===== src/sv/mrr_pkg.sv =====
// shared types, constants and the crc-16 byte update for the modbus response receiver
`timescale 1ns / 1ps

package mrr_pkg;

  localparam int MaxFrameBytes = 256;

  localparam logic [15:0] CrcInit = 16'hFFFF;
  localparam logic [15:0] CrcPoly = 16'hA001;
  localparam logic [7:0]  ExpectedCountReset = 8'h02;
  localparam logic [8:0]  MinFrameLen = 9'd5;

  localparam logic KindData    = 1'b0;
  localparam logic KindVerdict = 1'b1;

  localparam logic ModeByte    = 1'b0;
  localparam logic ModeTimeout = 1'b1;

  localparam logic [1:0] StatusOk         = 2'd0;
  localparam logic [1:0] StatusCrcError   = 2'd1;
  localparam logic [1:0] StatusMismatch   = 2'd2;
  localparam logic [1:0] StatusIncomplete = 2'd3;

  typedef struct packed {
    logic        valid;
    logic        kind;
    logic [15:0] data_word;
    logic [1:0]  status;
    logic        last;
  } result_t;

  // one byte of crc-16/modbus, eight shift steps unrolled
  function automatic logic [15:0] crc_byte(input logic [15:0] crc_in, input logic [7:0] b);
    logic [15:0] c;
    c = crc_in ^ {8'h00, b};
    for (int k = 0; k < 8; k++) begin
      if (c[0]) begin
        c = (c >> 1) ^ CrcPoly;
      end else begin
        c = c >> 1;
      end
    end
    return c;
  endfunction

endpackage


===== src/sv/modbus_rtu_response_receiver.sv =====
// modbus rtu response receiver: byte input, crc-16 check, register words and frame verdict
// pipeline: an accepted beat is held in the input stage reg, and its result in the output register
// throughput: one beat per cycle unless stalled; the byte-wise crc update sits between input and result regs
// an output stall holds both stages, and the input stalls only when its stage is full
// reset (rst, synchronous): frame state to start of frame, crc to 0xffff, byte count reg to 2
`timescale 1ns / 1ps

module modbus_rtu_response_receiver import mrr_pkg::*; #(
  parameter int MAX_FRAME_BYTES = MaxFrameBytes
) (
  input  logic        clk,
  input  logic        rst,
  input  logic        cfg_wen,
  input  logic [7:0]  cfg_wdata,
  input  logic        in_valid,
  output logic        in_stall,
  input  logic        mode,
  input  logic [7:0]  rx_byte,
  output logic        out_valid,
  input  logic        out_stall,
  output logic        kind,
  output logic [15:0] data_word,
  output logic [1:0]  status,
  output logic        last
);

  logic [7:0] expected_count;
  logic       stage_valid;
  logic       stage_mode;
  logic [7:0] stage_byte;
  logic       advance;
  logic       fire;
  result_t    result;

  always_ff @(posedge clk) begin
    if (rst) begin
      expected_count <= ExpectedCountReset;
    end else if (cfg_wen) begin
      expected_count <= cfg_wdata;
    end
  end

  // output register can take a new result when empty or being drained
  assign advance  = !out_valid || !out_stall;
  assign fire     = stage_valid && advance;
  assign in_stall = stage_valid && !advance;

  always_ff @(posedge clk) begin
    if (rst) begin
      stage_valid <= 1'b0;
    end else if (!in_stall) begin
      stage_valid <= in_valid;
    end
  end

  always_ff @(posedge clk) begin
    if (in_valid && !in_stall) begin
      stage_mode <= mode;
      stage_byte <= rx_byte;
    end
  end

  mrr_frame_core #(
    .MAX_FRAME_BYTES(MAX_FRAME_BYTES)
  ) u_core (
    .clk                 (clk),
    .rst                 (rst),
    .fire                (fire),
    .mode                (stage_mode),
    .rx_byte             (stage_byte),
    .expected_byte_count (expected_count),
    .result              (result)
  );

  mrr_out_reg u_out (
    .clk       (clk),
    .rst       (rst),
    .load_en   (advance && (fire || out_valid)),
    .result    (fire ? result : '0),
    .out_valid (out_valid),
    .kind      (kind),
    .data_word (data_word),
    .status    (status),
    .last      (last)
  );

endmodule


===== src/sv/mrr_frame_core.sv =====
// frame state and per-byte decode: crc, position, length, word pairing, verdict
`timescale 1ns / 1ps

module mrr_frame_core import mrr_pkg::*; #(
  parameter int MAX_FRAME_BYTES = MaxFrameBytes
) (
  input  logic          clk,
  input  logic          rst,
  input  logic          fire,
  input  logic          mode,
  input  logic [7:0]    rx_byte,
  input  logic [7:0]    expected_byte_count,
  output result_t       result
);

  localparam int LEN_W = $clog2(MAX_FRAME_BYTES + 1);
  localparam int POS_W = $clog2(MAX_FRAME_BYTES);
  localparam int CMP_W = LEN_W + 1;
  localparam logic [8:0] MaxLen = 9'(MAX_FRAME_BYTES);

  logic [POS_W-1:0] byte_position, byte_position_next;
  logic [15:0]      running_crc, running_crc_next;
  logic [LEN_W-1:0] frame_length, frame_length_next;
  logic [7:0]       held_high_byte, held_high_byte_next;
  logic [7:0]       held_crc_low, held_crc_low_next;
  logic             count_mismatch, count_mismatch_next;

  logic [CMP_W-1:0] pos_ext;
  logic [CMP_W-1:0] len_ext;
  logic [8:0]       len_raw;
  logic [8:0]       len_clamped;
  logic [15:0]      crc_upd;
  logic [15:0]      got_crc;
  logic             in_frame;

  assign pos_ext     = CMP_W'(byte_position);
  assign len_ext     = CMP_W'(frame_length);
  assign len_raw     = {1'b0, rx_byte} + MinFrameLen;
  assign len_clamped = (len_raw > MaxLen) ? MaxLen : len_raw;
  assign crc_upd     = crc_byte(running_crc, rx_byte);
  assign got_crc     = {rx_byte, held_crc_low};
  assign in_frame    = (byte_position != '0);

  always_comb begin
    byte_position_next  = byte_position;
    running_crc_next    = running_crc;
    frame_length_next   = frame_length;
    held_high_byte_next = held_high_byte;
    held_crc_low_next   = held_crc_low;
    count_mismatch_next = count_mismatch;
    result              = '0;

    if (mode == ModeTimeout) begin
      if (in_frame) begin
        byte_position_next  = '0;
        running_crc_next    = CrcInit;
        frame_length_next   = LEN_W'(MinFrameLen);
        held_high_byte_next = '0;
        held_crc_low_next   = '0;
        count_mismatch_next = 1'b0;
        result.valid        = 1'b1;
        result.kind         = KindVerdict;
        result.status       = StatusIncomplete;
        result.last         = 1'b1;
      end
    end else if (pos_ext + CMP_W'(1) >= len_ext) begin
      // high crc byte closes the frame; crc error wins over mismatch
      byte_position_next  = '0;
      running_crc_next    = CrcInit;
      frame_length_next   = LEN_W'(MinFrameLen);
      held_high_byte_next = '0;
      held_crc_low_next   = '0;
      count_mismatch_next = 1'b0;
      result.valid        = 1'b1;
      result.kind         = KindVerdict;
      result.last         = 1'b1;
      if (got_crc != running_crc) begin
        result.status = StatusCrcError;
      end else if (count_mismatch) begin
        result.status = StatusMismatch;
      end else begin
        result.status = StatusOk;
      end
    end else begin
      byte_position_next = byte_position + POS_W'(1);
      if (pos_ext + CMP_W'(2) == len_ext) begin
        held_crc_low_next = rx_byte;
      end else begin
        running_crc_next = crc_upd;
        if (pos_ext == CMP_W'(2)) begin
          frame_length_next   = LEN_W'(len_clamped);
          count_mismatch_next = (rx_byte != expected_byte_count);
        end else if (pos_ext >= CMP_W'(3)) begin
          if (byte_position[0]) begin
            held_high_byte_next = rx_byte;
          end else begin
            result.valid     = 1'b1;
            result.kind      = KindData;
            result.data_word = {held_high_byte, rx_byte};
          end
        end
      end
    end
  end

  always_ff @(posedge clk) begin
    if (rst) begin
      byte_position  <= '0;
      running_crc    <= CrcInit;
      frame_length   <= LEN_W'(MinFrameLen);
      held_high_byte <= '0;
      held_crc_low   <= '0;
      count_mismatch <= 1'b0;
    end else if (fire) begin
      byte_position  <= byte_position_next;
      running_crc    <= running_crc_next;
      frame_length   <= frame_length_next;
      held_high_byte <= held_high_byte_next;
      held_crc_low   <= held_crc_low_next;
      count_mismatch <= count_mismatch_next;
    end
  end

endmodule


===== src/sv/mrr_out_reg.sv =====
// result register on the output channel
`timescale 1ns / 1ps

module mrr_out_reg import mrr_pkg::*; (
  input  logic        clk,
  input  logic        rst,
  input  logic        load_en,
  input  result_t     result,
  output logic        out_valid,
  output logic        kind,
  output logic [15:0] data_word,
  output logic [1:0]  status,
  output logic        last
);

  always_ff @(posedge clk) begin
    if (rst) begin
      out_valid <= 1'b0;
    end else if (load_en) begin
      out_valid <= result.valid;
    end
  end

  always_ff @(posedge clk) begin
    if (load_en) begin
      kind      <= result.kind;
      data_word <= result.data_word;
      status    <= result.status;
      last      <= result.last;
    end
  end

endmodule

===== config.mk =====
export PLATFORM = sky130hd
export DESIGN_NAME = modbus_rtu_response_receiver
export DESIGN_NICKNAME = d
export VERILOG_FILES = /design/src/sv/mrr_pkg.sv /design/src/sv/modbus_rtu_response_receiver.sv /design/src/sv/mrr_frame_core.sv /design/src/sv/mrr_out_reg.sv
export SDC_FILE = /design/constraint.sdc
export NUM_CORES = 1
export LEC_CHECK = 0
export BUFFER_PORTS_ARGS = -buffer_cell sky130_fd_sc_hd__buf_2
export CAP_MARGIN = 20
export CORE_MARGIN = 5
export CORE_UTILIZATION = 45
export CTS_BUF_LIST = sky130_fd_sc_hd__clkbuf_2
export CTS_CLUSTER_DIAMETER = 200
export DETAILED_ROUTE_END_ITERATION = 7
export GPL_ROUTABILITY_DRIVEN = 0
export GPL_TIMING_DRIVEN = 0
export PLACE_DENSITY = 0.66
export SETUP_SLACK_MARGIN = 0.2
export SYNTH_ARGS = -nofsm -noshare
export SYNTH_HDL_FRONTEND = slang
export SYNTH_HIERARCHICAL = 1
export SYNTH_SLANG_ARGS = --single-unit

===== constraint.sdc =====
create_clock -name clk -period 3.7 [get_ports clk]
set_input_delay 0.925 -clock clk [delete_from_list [all_inputs] [get_ports clk]]
set_output_delay 0.925 -clock clk [all_outputs]
set_load 0.01 [all_outputs]

### Yosys cells after proc, flatten, opt, wreduce, memory -nomap -nowiden

Index checks and enable logic that the tools add are counted.

* $add $sub $neg: 4
* reduce and logical (&&, ||, !) cells: 21
* $lt $le $gt $ge: 3
* bitwise operators: 11
* equal/unequal tests: 7
* muxes and demuxes: 50

Operators with widths (count)
* $mux 16: 14
* $mux 8: 12
* $mux 18: 4
* $mux 9: 6
* $not 2->3: 8
* $mux 21: 1
* $ne 16x16->1: 1
* $xor 16x8->16: 1
* $reduce_bool 3->1: 4
* $eq 10x9->1: 1
* $ge 10x9->1: 1
* $mux 2: 5
* $add 8x1->9 const B: 1
* $add 8x2->9 const B: 1
* $add 8x3->9 const B: 1
* $gt 9x9->1 const B: 1
* $mux 3: 3
* $add 8x1->8 const B: 1
* $eq 8x2->1 const B: 1
* $ge 8x2->1 const B: 1
* $ne 8x8->1: 1
* $reduce_bool 8->1: 1
* $reduce_or 7->1: 1
* $ne 3x2->1 const B: 2
* 10 further kinds: 23

* output and inout port bits: 22
* input bits: 22
* logic and storage cells: 111
* register bits after elaboration: 89

### Logic depth before layout (Yosys ltp)

Gate-level depths: netlist (run 1).

* depth after elaboration: 20
* mapped depth: 15

### Hierarchy

Netlist (run 1), hierarchy kept.

Modules (own cells, without submodules)
* mrr_frame_core: area an instance 3303.2 µm², instances 1, cells an instance 412
* modbus_rtu_response_receiver: area an instance 782.0 µm², instances 1, cells an instance 67
* mrr_out_reg: area an instance 634.4 µm², instances 1, cells an instance 23

### Worst setup path after synthesis (run 1)

OpenSTA, ideal clock, no wires.

* path kind: flip-flop to flip-flop
* start point: reg u_core.byte_position[1]
* end point: reg u_out.data_word[10] (data pin)
* period minus slack after synthesis: 3183 ps
* data required time: 3571 ps
* library setup time: 129 ps
* data arrival time: 3054 ps
* cell stages (with the launch flop): 15
* path slack: 517 ps
* cells stage by stage: dfxtp_1 -> ha_1 -> nand3_1 -> nor2_1 -> xor2_1 -> ha_1 -> a21o_1 -> a21oi_1 -> o21ai_0 -> a21o_1 -> clkbuf_1 -> nor3_1 -> clkbuf_1 -> and2_1 -> and2_2

* longest elaborated chain between the ends: 3

RTL lines
* start: declaration: RTL line mrr_frame_core.sv:21 `logic [POS_W-1:0] byte_position, byte_position_next;`
* start signal: assignment: RTL line mrr_frame_core.sv:115 `byte_position <= byte_position_next;`
* $add 8x1->9 (tied with other cells): RTL line mrr_frame_core.sv:66 `end else if (pos_ext + CMP_W'(1) >= len_ext) begin`
* $ge 10x9->1 (tied with other cells): RTL line mrr_frame_core.sv:66
* $reduce_or 7->1 (no line) *
* end signal: assignment: RTL line mrr_out_reg.sv:27 `data_word <= result.data_word;`
* end: declaration: RTL line mrr_out_reg.sv:11 `output logic [15:0] data_word,`

Every way passes the cells marked *; elsewhere a longest branch is shown, timed or not.
A chain may end at the register's enable or synchronous reset.

### Final worst setup path (run 1)

* start point: reg u_core.byte_position[1]
* end point: reg u_core.frame_length[2]

* longest elaborated chain between the ends: 4

RTL lines
* $add 8x1->9 or $add 8x2->9 (tied branches): RTL line mrr_frame_core.sv:66, mrr_frame_core.sv:86
* $ge 10x9->1 or $eq 10x9->1 (tied branches): RTL line mrr_frame_core.sv:66, mrr_frame_core.sv:86
* $ne 3x2->1 (no line) (tied with other cells)
* $reduce_and 4->1 (no line) or $mux 9 (tied branches)
* end signal: assignment: RTL line mrr_frame_core.sv:110 `frame_length <= LEN_W'(MinFrameLen);`
* end signal: assignment: RTL line mrr_frame_core.sv:117 `frame_length <= frame_length_next;`
* end: declaration: RTL line mrr_frame_core.sv:23 `logic [LEN_W-1:0] frame_length, frame_length_next;`

Several ways; a longest one is shown, not always the timed one.

==> metrics, run 1 <==
outcome finished, final reports clean; post-synth top area cell dfxtp_1; Routed WL per cell 15.6 um; Mapped Nets 538; post-synthesis sequential area ratio 43.9%; DRC Markers 0; Max Cap Viol 0; Antenna Nets Post-Route 0; worst path cell trace ha_2, nand3_2, nor2_1, xor2_1, ha_1, a21o_1, a21oi_1, o21ai_0, a21o_1, buf_2, a21oi_2, nand2_2, o22a_1; Setup CP Type reg2reg; Worst Setup End Kind flip-flop; clock sinks 89; CTS HTree Levels 3; Period minus WS final 3.26 ns; RSZ-0062 raised after global routing no; count leader, synth dfxtp_1; die height 112 um; r2r setup slk 0.44 ns; CP max FO 10; global routing's busiest layer met2; Initial Utilization 45.9%; die area 12600 um^2; Synth area leaders dfxtp_1 25%, edfxtp_1 18%, xor2_1 5.9%; Pwr Density 342 nW/um^2; number of global-route vias before repair 3574; vias post-DR 3744; Relative slew margins 49.0%; pre-CTS WS -0.268 ns; post-synth top area share 25.5%; Netlist Area Pre-Place 4720 um^2; drt initial violations 191; GR Util met2 29.3%; synth warn 6; Synth Area per Inst 9.40 um^2; gr ovfl total 0; Post-synth top flop dfxtp_1; TritonCTS clock tree done; CP peak stage delay 0.45 ns; Worst-Skew Late Latency 0.55 ns; first-pass GRT wire length 17800 um; Max VDD drop 217 uV; Clock Pin Slew Worst Setup and Hold Paths 0.24 ns; antenna violations before repair 0; Final WS setup 0.443 ns; f_max 307 MHz; First-pass DRT Iterations 5; Setup-failing EPs final 0; Post-synth top cells 60 x dfxtp_1, 42 x nand2_1, 33 x nand3_1, 32 x xor2_1; Post-synth EDFFs 29; Critical path origin u_core/byte_position[1]; Global Route Usage Sum 17.5%; clock skew 0.0321 ns; Final period util 88.0%; ANT cells 0; asr flop ratio synth 0%; core box area 10300 um^2; worst min path class reg2reg; max-slew violations 0; met1 usage 23.0%; leakage dissipation 2.08 nW; Root Driver clkbuf_2; DPL Wire Length 8070 um; setup TNS 0 ns; Yosys reg bits 89; Hold Buf Count CTS 0; Reg2Reg Depth 13; Chip Width 112 um; r2r endpoint u_core/frame_length[2]; PortBufs 42; r2r startpoint u_core/byte_position[1]; Ports 44; Hold Slack 0.481 ns; Via density 5.33; worst setup path endpoint u_core/frame_length[2]; share of post-route cells with drive strength above 1 20.1%; largest net degree at the start of global routing 17; met3 track demand over resource 2.75%; library cells used by synthesis 56; CP arrival 3.72 ns; Rows 37; total CTS buffers 9; critical path's slowest cell dfxtp_4; Worst Tran Pin Value 0.762 ns; maximum buffer depth of the clock tree 2; critical path's most frequent cell a21o_1; DRT Wirelength 10900 um; Final Hold Fails 0; Syn Inst Count 502; Area Overhead vs Synth 12.4%; nets 597; WP data required 4.16 ns; Setup crit start kind flip-flop
-- worst max-delay path, delay by kind of cell, from the launching register on --
| kind | cells | cell delay (ns) |
|---|---|---|
| adder cells (fa/ha/maj) | 2 | 0.51 |
| buffers and inverters | 1 | 0.22 |
| AND/OR/NAND/NOR | 3 | 0.47 |
| AO/OA/AOI/OAI | 6 | 1.35 |
| XOR/XNOR | 1 | 0.20 |
| flip-flops | 1 | 0.45 |
-- timing repair --
| action | CTS | global route |
|---|---|---|
| setup endpoints to repair | 53 | 45 |
| endpoints found under the hold margin | 0 | 0 |
| setup buffers | 1 | 4 |
| gates cloned | 0 | 0 |
| resized for setup | 11 | 11 |
| pin swaps | 1 | 1 |
-- cell usage in the layout (no fill, tap or decap), types with 10 or more instances in the layout --
cell type  instances
dfxtp_1           57
buf_2             51
nand2_1           42
nand3_1           32
xor2_1            32
xnor2_1           30
o21ai_0           30
nor2_1            29
edfxtp_1          29
and2_1            28
inv_1             19
a21oi_1           13
clkbuf_2          12
o22ai_1           12
ha_1              12
and2_2            11
clkbuf_1          10
-- worst min-delay path by stage --
stage,cells after the start,to,startpoint
4_1_cts,2,u_core/held_high_byte[5],u_core/held_high_byte[5]
2_1_floorplan,2,u_core/held_high_byte[0],u_core/held_high_byte[0]
3_5_place_dp,2,u_core/held_high_byte[5],u_core/held_high_byte[5]
6_report,2,u_core/held_high_byte[5],u_core/held_high_byte[5]
3_3_place_gp,2,u_core/held_high_byte[5],u_core/held_high_byte[5]
5_1_grt,1,stage_byte[5],rx_byte[5]
-- registers in the layout, summed over array words and instances, names as in the netlist --
register	flops
u_core/byte_position	8
stage_byte	8
expected_count	8
u_core/held_high_byte	8
u_out/last	1
u_out/kind	1
u_out/data_word	16
u_core/count_mismatch	1
stage_valid	1
u_out/out_valid	1
stage_mode	1
u_core/running_crc	16
u_core/held_crc_low	8
u_out/status	2
u_core/frame_length	9
-- routing by layer --
metal,vias up,share of wire (%)
met5,-,0
met4,0,1.9
met3,21,4.3
met2,100,48
met1,1764,46
li1,1859,-
-- power breakdown --
part / internal (W) / switching [W] / leakage, nW
sequential: 0.00104 / 0.0000225 / 0.770
combinational: 0.000126 / 0.000168 / 1.24
clock: 0.000101 / 0.000356 / 0.0678
total: 0.00127 / 0.000546 / 2.08
-- final cells by class --
type                    count  area [um^2]
fillers                   984         4970
inverters                  20         75.1
well taps                 136          170
clock buffers              10         50.0
plain buffers              28          160
repair buffers             48          263
clock inverters             6         47.5
flip-flops and latches     89         2080
multi-input cells         365         2460
-- metrics by stage --
stage / power [W] / instance area [um^2] / instances / utilization (%)
after global placement: 0.00136 / 5100 / 680 / 49.6
after floorplan: 0.00129 / 4720 / 502 / -
after global routing: 0.00190 / 5310 / 702 / 51.6
after detailed placement: 0.00137 / 5120 / 681 / 49.8
final: 0.00181 / 5310 / 702 / 51.6
after CTS: 0.00183 / 5250 / 698 / 51.1
-- kinds of logic (layout without fill, tap and decap cells) --
group,count (synthesis),after routing,share of synthesized area (%)
adders and majority gates,14,14,3.71
buffers and inverters,48,112,4.82
xor gates and xnor gates,63,63,12.0
muxes,9,9,1.91
and+or+nand+nor,190,190,21.3
DFF,89,89,43.9
AOI/OAI and AO/OA,89,89,12.4
Power figures use the tool's default switching activity.
==> run 2, diff against run 1 <==
--- a/config.mk
+++ b/config.mk
@@ -7,6 +7,7 @@
 export LEC_CHECK = 0
 export BUFFER_PORTS_ARGS = -buffer_cell sky130_fd_sc_hd__buf_2
 export CAP_MARGIN = 20
+export CORE_ASPECT_RATIO = 0.7
 export CORE_MARGIN = 5
 export CORE_UTILIZATION = 45
 export CTS_BUF_LIST = sky130_fd_sc_hd__clkbuf_2
==> run 2 against run 1 <==
Net effect:
- cell area is 0.47% higher
- global-route usage is 0.95 points higher
- sequential cell count is the same
- utilization increased by 0.24 points
- count of clock-buffer cells in the layout stayed put
- first-iteration DRC count increased by 36%
==> metrics, run 2 (synthesis results as in run 1) <==
outcome finished, final reports clean; drt initial violations 259 (+36%); TritonCTS clock tree done; Ports 44 (unchanged); ANT cells 0 (unchanged); critical path's slowest cell dfxtp_4; max layer used met4; Period minus WS final 3.26 ns (-0.00212 ns); PnR Total Power 0.00183 W (+1.1%); DRT Wirelength 11500 um (+5.3%); Antenna Nets Post-Route 0 (unchanged); maximum buffer depth of the clock tree 2 (unchanged); setup TNS 0 ns (unchanged); r2r startpoint u_core/byte_position[1]; fillers 948 (-3.7%); die height 95.7 um (-15%); placed instance count 677 (-0.59%); Initial Utilization 45.9% (about the same); hold depth 2 (unchanged); WP data required 4.17 ns (about the same); r2r setup slk 0.44 ns (about the same); Relative slew margins 39.3% (-9.7 points); Hold Path Sink u_core/held_high_byte[2]; Setup CP Type reg2reg; worst min path class reg2reg; wl on met1 5410 um (+7.9%); DPL Wire Length 8480 um (+5.1%); Via density 5.41 (+1.5%); most frequent cells in the layout 56 x dfxtp_1, 51 x buf_2, 42 x nand2_1, 32 x nand3_1, 32 x xor2_1; utilization after layout 51.9% (+0.24 points); Hold Buf Count CTS 0 (unchanged); f_max 307 MHz (about the same); Met3 Wirelength 777 um (+64%); Worst Tran Pin Value 0.906 ns (+0.145 ns); RSZ-0062 raised after global routing no; die area 12700 um^2 (+0.26%); Routed WL per cell 16.4 um (+5.6%); CP arrival 3.72 ns (about the same); antenna violations before repair 0 (unchanged); Finished Layout Cells 700 (-0.28%); Max Cap Viol 0 (unchanged); Worst-Skew Late Latency 0.59 ns (+0.04 ns); CP peak stage delay 0.45 ns (about the same); placed inst area 5110 um^2 (about the same); CP max FO 10 (unchanged); Setup-failing EPs final 0 (unchanged); commonest non-fill, non-tap cell in the layout dfxtp_1; top flop regs u_core/running_crc x16, u_out/data_word x16, u_core/frame_length x9; largest net degree at the start of global routing 18 (+1); Worst Setup End Kind flip-flop; routed length on met2 5170 um (-1.2%); Global Route Usage Sum 18.4% (+0.95 points); Clock Pin Slew Worst Setup and Hold Paths 0.28 ns (+0.04 ns); first-pass GRT wire length 18600 um (+4.3%); CTS HTree Levels 3 (unchanged); Root Driver clkbuf_2; nets 599 (+0.34%); core box area 10300 um^2 (about the same); DRC Markers 0 (unchanged); hold path startpoint u_core/held_high_byte[2]; clock sinks 89 (unchanged); number of global-route vias before repair 3664 (+2.5%); Setup crit start kind flip-flop; Final Hold Fails 0 (unchanged); clock skew 0.0282 ns (-0.00389 ns); Final period util 88.0% (about the same); PortBufs 42 (unchanged); Max VDD drop 222 uV (+2.3%); Pwr Density 344 nW/um^2 (+0.61%); Area Overhead vs Synth 12.9%; share of post-route cells with drive strength above 1 20.6% (+0.46 points); vias post-DR 3790 (+1.2%); r2r endpoint u_out/data_word[7]; critical path's most frequent cell and2_1; max-slew violations 0 (unchanged); First-pass DRT Iterations 4 (-1); leakage dissipation 2.09 nW (+0.34%); Chip Width 132 um (+18%); area occupied by multi-input gates 2460 um^2 (+0.31%); worst path cell trace ha_2, and3_1, nand2_1, nor2_1, xor2_1, ha_1, a21oi_1, o21ai_1, a21o_1, buf_2, nor3_4, clkbuf_4, and2_1, and2_1; Reg2Reg Depth 14 (+1); Rows 31 (-16%); register area 2080 um^2 (about the same); final instance area 5330 um^2 (+0.47%); gr ovfl total 0 (unchanged); total CTS buffers 9 (unchanged)
run 2: cell count changes in the layout (fill, tap and decap cells not counted), sizes merged:
cell      delta
clkbuf       +1
clkinv       -1
clkinvlp     +1
buf          +1
run 2: layout make-up:
cell class,instances,area share [%]
Multi-Input combinational cell,365,46.2
Clock buffer,10,0.939
Sequential cell,89,39.1
Buffer,28,3.10
Tap cell,132,3.10
Inverter,20,1.41
Timing Repair Buffer,50,5.21
Clock inverter,6,0.915
run 2: routing by layer:
metal	GRT usage, %	vias up
li1	-	1854
met1	25.4	1797
met2	28.8	122
met3	4.75	17
met4	5.17	0
met5	0	-
run 2: where the power goes:
group | total, W | internal, W | switching, W
Sequential | 0.00106 | 0.00104 | 0.0000230
Combinational | 0.000301 | 0.000130 | 0.000171
Clock | 0.000470 | 0.000101 | 0.000369
run 2: worst max-delay path by stage:
stage | from | depth (start not counted) | to | slack [ns]
final | u_core/byte_position[1] | 14 | u_out/data_word[7] | 0.44
after global routing | u_core/byte_position[1] | 14 | u_out/data_word[7] | 0.22
after CTS | u_core/byte_position[2] | 14 | u_out/data_word[7] | 0.19
after detailed placement | u_core/byte_position[0] | 14 | u_out/data_word[7] | -0.48
after global placement | u_core/byte_position[0] | 14 | u_out/data_word[9] | -0.41
after floorplan | u_core/byte_position[1] | 14 | u_out/data_word[10] | 0.52
run 2: worst max-delay path: cells and delay by family (launching register included):
kind	cells	cell delay [ns]
XOR/XNOR	1	0.26
flip-flops	1	0.45
AO/OA/AOI/OAI	3	0.53
buffers and inverters	2	0.45
adder cells (fa/ha/maj)	2	0.55
AND/OR/NAND/NOR	6	0.91
run 2: what timing repair did:
action | in CTS | in global routing
setup buffers | 2 | 5
setup endpoints to repair | 56 | 55
resized for setup | 12 | 16
pin swaps | 1 | 1
run 2: metrics by stage:
stage          hold slack, ns  setup WS [ns]
2_1_floorplan           0.435          0.517
3_3_place_gp            0.450         -0.412
3_5_place_dp            0.460         -0.475
4_1_cts                 0.438          0.190
5_1_grt                 0.438          0.218
6_report                0.487          0.445
